`src/rtl/lpht_pkg.sv`:
```
package lpht_pkg;

  localparam int KEY_W  = 256;
  localparam int PAY_W  = 64;
  localparam int FLAG_W = 2;
  localparam int HASH_W = 64;

  typedef enum logic [1:0] {
    OP_LOOKUP = 2'd0,
    OP_INSERT = 2'd1,
    OP_ERASE  = 2'd2,
    OP_NONE   = 2'd3
  } op_t;

  typedef enum logic [1:0] {
    ST_DONE   = 2'd0,
    ST_ABSENT = 2'd1,
    ST_FULL   = 2'd2,
    ST_RSVD   = 2'd3
  } status_t;

  typedef enum logic [3:0] {
    S_CLEAR,
    S_IDLE,
    S_FIND_RD,
    S_FIND_CHK,
    S_FREE_CHK,
    S_WRITE,
    S_ER_RD,
    S_ER_CHK,
    S_ER_FREE,
    S_ER_MOVE,
    S_RESULT
  } state_t;

  // controller -> datapath
  typedef struct packed {
    logic clr_used;     // write zero to used store at cursor
    logic load_req;     // capture the request word
    logic cur_inc;      // cursor <- cursor + 1 (wrap)
    logic cur_zero;     // cursor <- 0
    logic rd;           // issue read at cursor
    logic set_found;    // latch found slot and entry contents
    logic upd_flags;    // OR flags into found slot
    logic ins_new;      // write new entry at cursor
    logic er_free;      // clear used bit at found slot, decrement count
    logic nx_start;     // erase scan pointer <- found + 1
    logic nx_inc;       // erase scan pointer advance
    logic dst_home;     // dst <- home of scanned entry
    logic dst_inc;      // dst advance
    logic mv_write;     // copy scanned entry to dst, clear nx
    logic res_absent;   // result: key absent
    logic res_full;     // result: refused
    logic res_valid;    // present result to output
  } lpht_cmd_t;

  // datapath -> controller
  typedef struct packed {
    logic rd_used;      // used bit of last read slot
    logic key_match;    // key of last read matches request
    logic dst_used;     // used bit at dst
    logic dst_is_nx;    // dst equals scanned slot
    logic wrap_last;    // cursor at last slot
    logic probe_end;    // probe visited every slot
    logic load_full;    // count at or above 3/4 load
    logic out_busy;     // output register still holds a word
    op_t  op;
  } lpht_sts_t;

endpackage

```
`src/rtl/lpht_ctrl.sv`:
```
module lpht_ctrl import lpht_pkg::*; (
  input  logic      clk,
  input  logic      rst_n,
  input  logic      in_valid,
  output logic      in_ready,
  input  lpht_sts_t sts,
  output lpht_cmd_t cmd
);

  state_t state_r, state_nxt;

  always_ff @(posedge clk) begin
    if (!rst_n) begin
      state_r <= S_CLEAR;
    end else begin
      state_r <= state_nxt;
    end
  end

  always_comb begin
    state_nxt = state_r;
    cmd       = '0;
    in_ready  = 1'b0;
    case (state_r)
      S_CLEAR: begin
        cmd.clr_used = 1'b1;
        cmd.cur_inc  = 1'b1;
        if (sts.wrap_last) begin
          state_nxt = S_IDLE;
        end
      end
      S_IDLE: begin
        in_ready = !sts.out_busy;
        if (in_valid && !sts.out_busy) begin
          cmd.load_req = 1'b1;
          state_nxt    = S_FIND_RD;
        end
      end
      S_FIND_RD: begin
        cmd.rd    = 1'b1;
        state_nxt = S_FIND_CHK;
      end
      S_FIND_CHK: begin
        if (!sts.rd_used || sts.probe_end) begin
          // key absent
          if (sts.op == OP_INSERT) begin
            if (sts.load_full || sts.probe_end) begin
              cmd.res_full = 1'b1;
              state_nxt    = S_RESULT;
            end else if (!sts.rd_used) begin
              state_nxt = S_WRITE;
            end else begin
              cmd.res_full = 1'b1;
              state_nxt    = S_RESULT;
            end
          end else begin
            cmd.res_absent = 1'b1;
            state_nxt      = S_RESULT;
          end
        end else if (sts.key_match) begin
          cmd.set_found = 1'b1;
          case (sts.op)
            OP_INSERT: begin
              cmd.upd_flags = 1'b1;
              state_nxt     = S_RESULT;
            end
            OP_ERASE: begin
              cmd.er_free  = 1'b1;
              cmd.nx_start = 1'b1;
              state_nxt    = S_ER_RD;
            end
            default: state_nxt = S_RESULT;
          endcase
        end else begin
          cmd.cur_inc = 1'b1;
          state_nxt   = S_FIND_RD;
        end
      end
      S_WRITE: begin
        cmd.ins_new  = 1'b1;
        state_nxt    = S_RESULT;
      end
      S_ER_RD: begin
        cmd.rd    = 1'b1;
        state_nxt = S_ER_CHK;
      end
      S_ER_CHK: begin
        if (!sts.rd_used || sts.probe_end) begin
          state_nxt = S_RESULT;
        end else begin
          cmd.dst_home = 1'b1;
          state_nxt    = S_ER_FREE;
        end
      end
      S_ER_FREE: begin
        // first free slot from home, treating the scanned slot as free
        if (sts.dst_is_nx) begin
          cmd.nx_inc = 1'b1;
          state_nxt  = S_ER_RD;
        end else if (!sts.dst_used) begin
          state_nxt = S_ER_MOVE;
        end else begin
          cmd.dst_inc = 1'b1;
        end
      end
      S_ER_MOVE: begin
        cmd.mv_write = 1'b1;
        cmd.nx_inc   = 1'b1;
        state_nxt    = S_ER_RD;
      end
      S_RESULT: begin
        cmd.res_valid = 1'b1;
        cmd.cur_zero  = 1'b1;
        state_nxt     = S_IDLE;
      end
      default: state_nxt = S_IDLE;
    endcase
  end

endmodule

```
`config.mk`:
```
export PLATFORM = sky130hd
export DESIGN_NAME = lpht_ctrl
export DESIGN_NICKNAME = d
export VERILOG_FILES = /design/src/rtl/lpht_pkg.sv /design/src/rtl/lpht_ctrl.sv
export SDC_FILE = /design/constraint.sdc
export NUM_CORES = 1
export LEC_CHECK = 0
export BUFFER_PORTS_ARGS = -buffer_cell sky130_fd_sc_hd__buf_2
export CAP_MARGIN = 20
export CORE_AREA = 2 2 39 41
export DETAILED_ROUTE_END_ITERATION = 6
export DIE_AREA = 0 0 41 43
export PLACE_DENSITY = 0.79
export SYNTH_ARGS = -nofsm -noshare
export SYNTH_HDL_FRONTEND = slang
export SYNTH_SLANG_ARGS = --single-unit
```
`constraint.sdc`:
```
create_clock -name clk -period 2.9 [get_ports clk]
set_input_delay 0.435 -clock clk [delete_from_list [all_inputs] [get_ports clk]]
set_output_delay 0.435 -clock clk [all_outputs]
set_load 0.005 [all_outputs]
```
==> metrics <==
via count of the first global-routing pass=516; path class of the lowest-slack min-delay path=in2reg; hold buffer count at cts=0; post-synthesis to final-layout area growth=31.74%; number of max-slew violations in the final report=0; fraction of power consumed by sequential logic=0.356; Post-DP HPWL=1043 um; Die Y-Extent=43 um; sum of overflow across all layers after global routing=0; unrepaired setup endpoints after global routing=no; Slew HR=0.6982; number of max-capacitance violations reported=0; TritonCTS clock tree=yes; setup violation total in the final timing report=0; Sum Neg Setup Slack=0 ns; average wire length per cell after detail routing=10.93 um; Remaining DRCs=0; Crit-path slowest cell=sky130_fd_sc_hd__dfxtp_1; std cell rows=14; leading cell type in the layout, fill and taps excluded=sky130_fd_sc_hd__buf_2; crit path cell chain=nand3_1 > or4_4 > nor2b_1 > buf_2; Crit path max-delay family=simple AND/OR/NAND/NOR gates; final-stage net count=118; mapped cell area=496.7 um^2; sequential fraction of the synthesis area=0.1612; count of pins on the block boundary=31; final worst clock skew=0.002911 ns; warnings from Yosys=0; Routed Antenna Nets=0; horizontal die dimension=41 um; pin count of the biggest net entering global routing=15; clock power share=0.405; sum of routed wire length over all layers=1301 um; IO buf count=30; Worst Setup Path Type=reg2out; run status=complete, no violations; Unique masters post-synth=27; Seq cells post-synth=4; post-layout min period=2.193 ns; global-route wire length before repair=2014 um; fill count=146; sinks on the clock net=4; clock-pin transition on the worst setup and hold timing paths=0.04 ns; Reg with most FFs=state_r; final worst-path setup slack=0.7072 ns; portion of synthesized cell area occupied by the leading cell type=0.1612; detailed-route via count=625; Critical Path End Type=output pin; Largest regs=state_r x4; commonest cells after routing, fill and taps aside=sky130_fd_sc_hd__buf_2, sky130_fd_sc_hd__nor2_1, sky130_fd_sc_hd__a21oi_1; internal cell power=121.9 uW; required time of the worst setup path=2.47 ns; Core Footprint=1384 um^2; total buffers and inverters traversed by the critical path=1; Clock Tree Root=sky130_fd_sc_hd__clkbuf_4; Sw Share=0.2904; initial antenna violation count=0; worst ir drop on vdd=0.2343 mV; post-synthesis cell count=76; NetSw=49.88 uW; dominant cells by area after synthesis=sky130_fd_sc_hd__dfxtp_1, sky130_fd_sc_hd__nor2_1, sky130_fd_sc_hd__a21oi_1; flip-flop count of the largest register after layout=4; average cell area after synthesis=6.536 um^2; Worst-Margin Slew=0.4521 ns; total number of H-tree levels=1; final worst path period share=0.7561; Via-to-Cell Ratio=5.252; CP arrival=1.76 ns; Critical Path Start Type=flip-flop; maximum operating frequency=0.4560 GHz; Gate power share=0.239; clock latency of the later-clocked register in the worst-skew pair=0.24 ns; Pleak=0.0003086 uW; worst reg-to-reg setup slack=1.23 ns; total die area=1763 um^2; Diodes inserted=0; Routability Congestion=0.8414; Synthesized Nets=89; DR iter-0 viols=16; buffers inserted by post-CTS timing repair=0; worst setup slack before clock tree synthesis=0.9727 ns; maximum number of buffers from clock root to sink=2; ratio of cells with drive above 1 in the final layout=0.3883; slowest cell delay on critical path=0.56 ns; overall global routing resource usage=0.1638; DR pass1 iterations=4; power per cell area=262.5 nW/um^2; number of hold violations in the final report=0; highest net fanout along the worst path=12; number of buffers inserted during clock tree synthesis=3; starting density of the core=0.3590; Synth area leader=sky130_fd_sc_hd__dfxtp_1; CTS resizes=0
kinds of logic after synthesis:
kind of cell,synth area share
flip-flops,0.1612
buffers and inverters,0.1234
AND/OR/NAND/NOR,0.4509
AO/OA/AOI/OAI,0.2645
power groups by stage:
stage | clock network [uW] | logic [uW] | registers, uW
after CTS | 71.8 | 41.1 | 60.9
after detailed placement | 0 | 41.0 | 61.7
final | 69.6 | 41.0 | 61.2
after floorplan | 0 | 25.1 | 58.3
after global routing | 75.5 | 46.7 | 61.4
after global placement | 0 | 40.4 | 61.4
path summary, 6_finish.rpt:
check | cells past startpoint | endpoint | start
max | 4 | cmd[7] | state_r[0]
min | 2 | state_r[2] | rst_n
max reg2reg | 4 | state_r[0] | state_r[3]
min reg2reg | 2 | state_r[3] | state_r[1]
synth_stat cells:
| library cell | n |
|---|---|
| sky130_fd_sc_hd__o21ba_1 | 1 |
| sky130_fd_sc_hd__nor2b_1 | 3 |
| sky130_fd_sc_hd__inv_2 | 1 |
| sky130_fd_sc_hd__o21ai_0 | 2 |
| sky130_fd_sc_hd__o41ai_1 | 2 |
| sky130_fd_sc_hd__o21ai_1 | 1 |
| sky130_fd_sc_hd__o31a_1 | 1 |
| sky130_fd_sc_hd__a21oi_1 | 7 |
| sky130_fd_sc_hd__nor3b_1 | 1 |
| sky130_fd_sc_hd__nor2_1 | 13 |
| sky130_fd_sc_hd__nor2_2 | 1 |
| sky130_fd_sc_hd__nor3_1 | 4 |
| sky130_fd_sc_hd__a311oi_1 | 1 |
| sky130_fd_sc_hd__dfxtp_1 | 4 |
| sky130_fd_sc_hd__nor4_1 | 3 |
| sky130_fd_sc_hd__a211oi_1 | 2 |
| sky130_fd_sc_hd__nand2b_1 | 5 |
| sky130_fd_sc_hd__a31oi_1 | 1 |
| sky130_fd_sc_hd__nand2b_2 | 1 |
| sky130_fd_sc_hd__nand2_1 | 3 |
| sky130_fd_sc_hd__buf_2 | 4 |
| sky130_fd_sc_hd__nor4b_2 | 1 |
| sky130_fd_sc_hd__or4_4 | 2 |
| sky130_fd_sc_hd__o221ai_2 | 1 |
| sky130_fd_sc_hd__buf_4 | 2 |
| sky130_fd_sc_hd__inv_1 | 6 |
| sky130_fd_sc_hd__nand3_1 | 3 |
routing by layer:
metal | share of wire | track usage | vias to the layer above
met5 | 0 | 0 | -
met4 | 0.0077 | 0.07333 | 0
met3 | 0.065 | 0.03141 | 2
met2 | 0.47 | 0.2469 | 26
met1 | 0.46 | 0.2161 | 273
li1 | - | - | 324
layout make-up:
type	count	area, um^2	area share
multi-input cells	59	355.3	0.5430
clock buffers	3	22.52	0.03442
well taps	16	20.02	0.03059
repair buffers	30	150.1	0.2294
flip-flops and latches	4	80.08	0.1224
inverters	7	26.28	0.04015
metrics by stage:
stage	power, uW	hold slack [ns]	instance area (um^2)	utilization	instances
after floorplan	83.37	0.5629	496.7	-	76
after global placement	101.8	0.5938	631.9	0.4566	116
after detailed placement	102.8	0.6142	631.9	0.4566	116
after CTS	173.8	0.4667	654.4	0.4729	119
after global routing	183.6	0.4803	654.4	0.4729	119
final	171.8	0.4714	654.4	0.4729	119
worst register-to-register path: stages, from the launching register on:
cell                       delay, ns
sky130_fd_sc_hd__dfxtp_1        0.59
sky130_fd_sc_hd__nand2b_2       0.17
sky130_fd_sc_hd__or4_4          0.46
sky130_fd_sc_hd__o221ai_2       0.18
sky130_fd_sc_hd__o21ba_1        0.17
No activity file was read; power rests on OpenSTA's default activity.
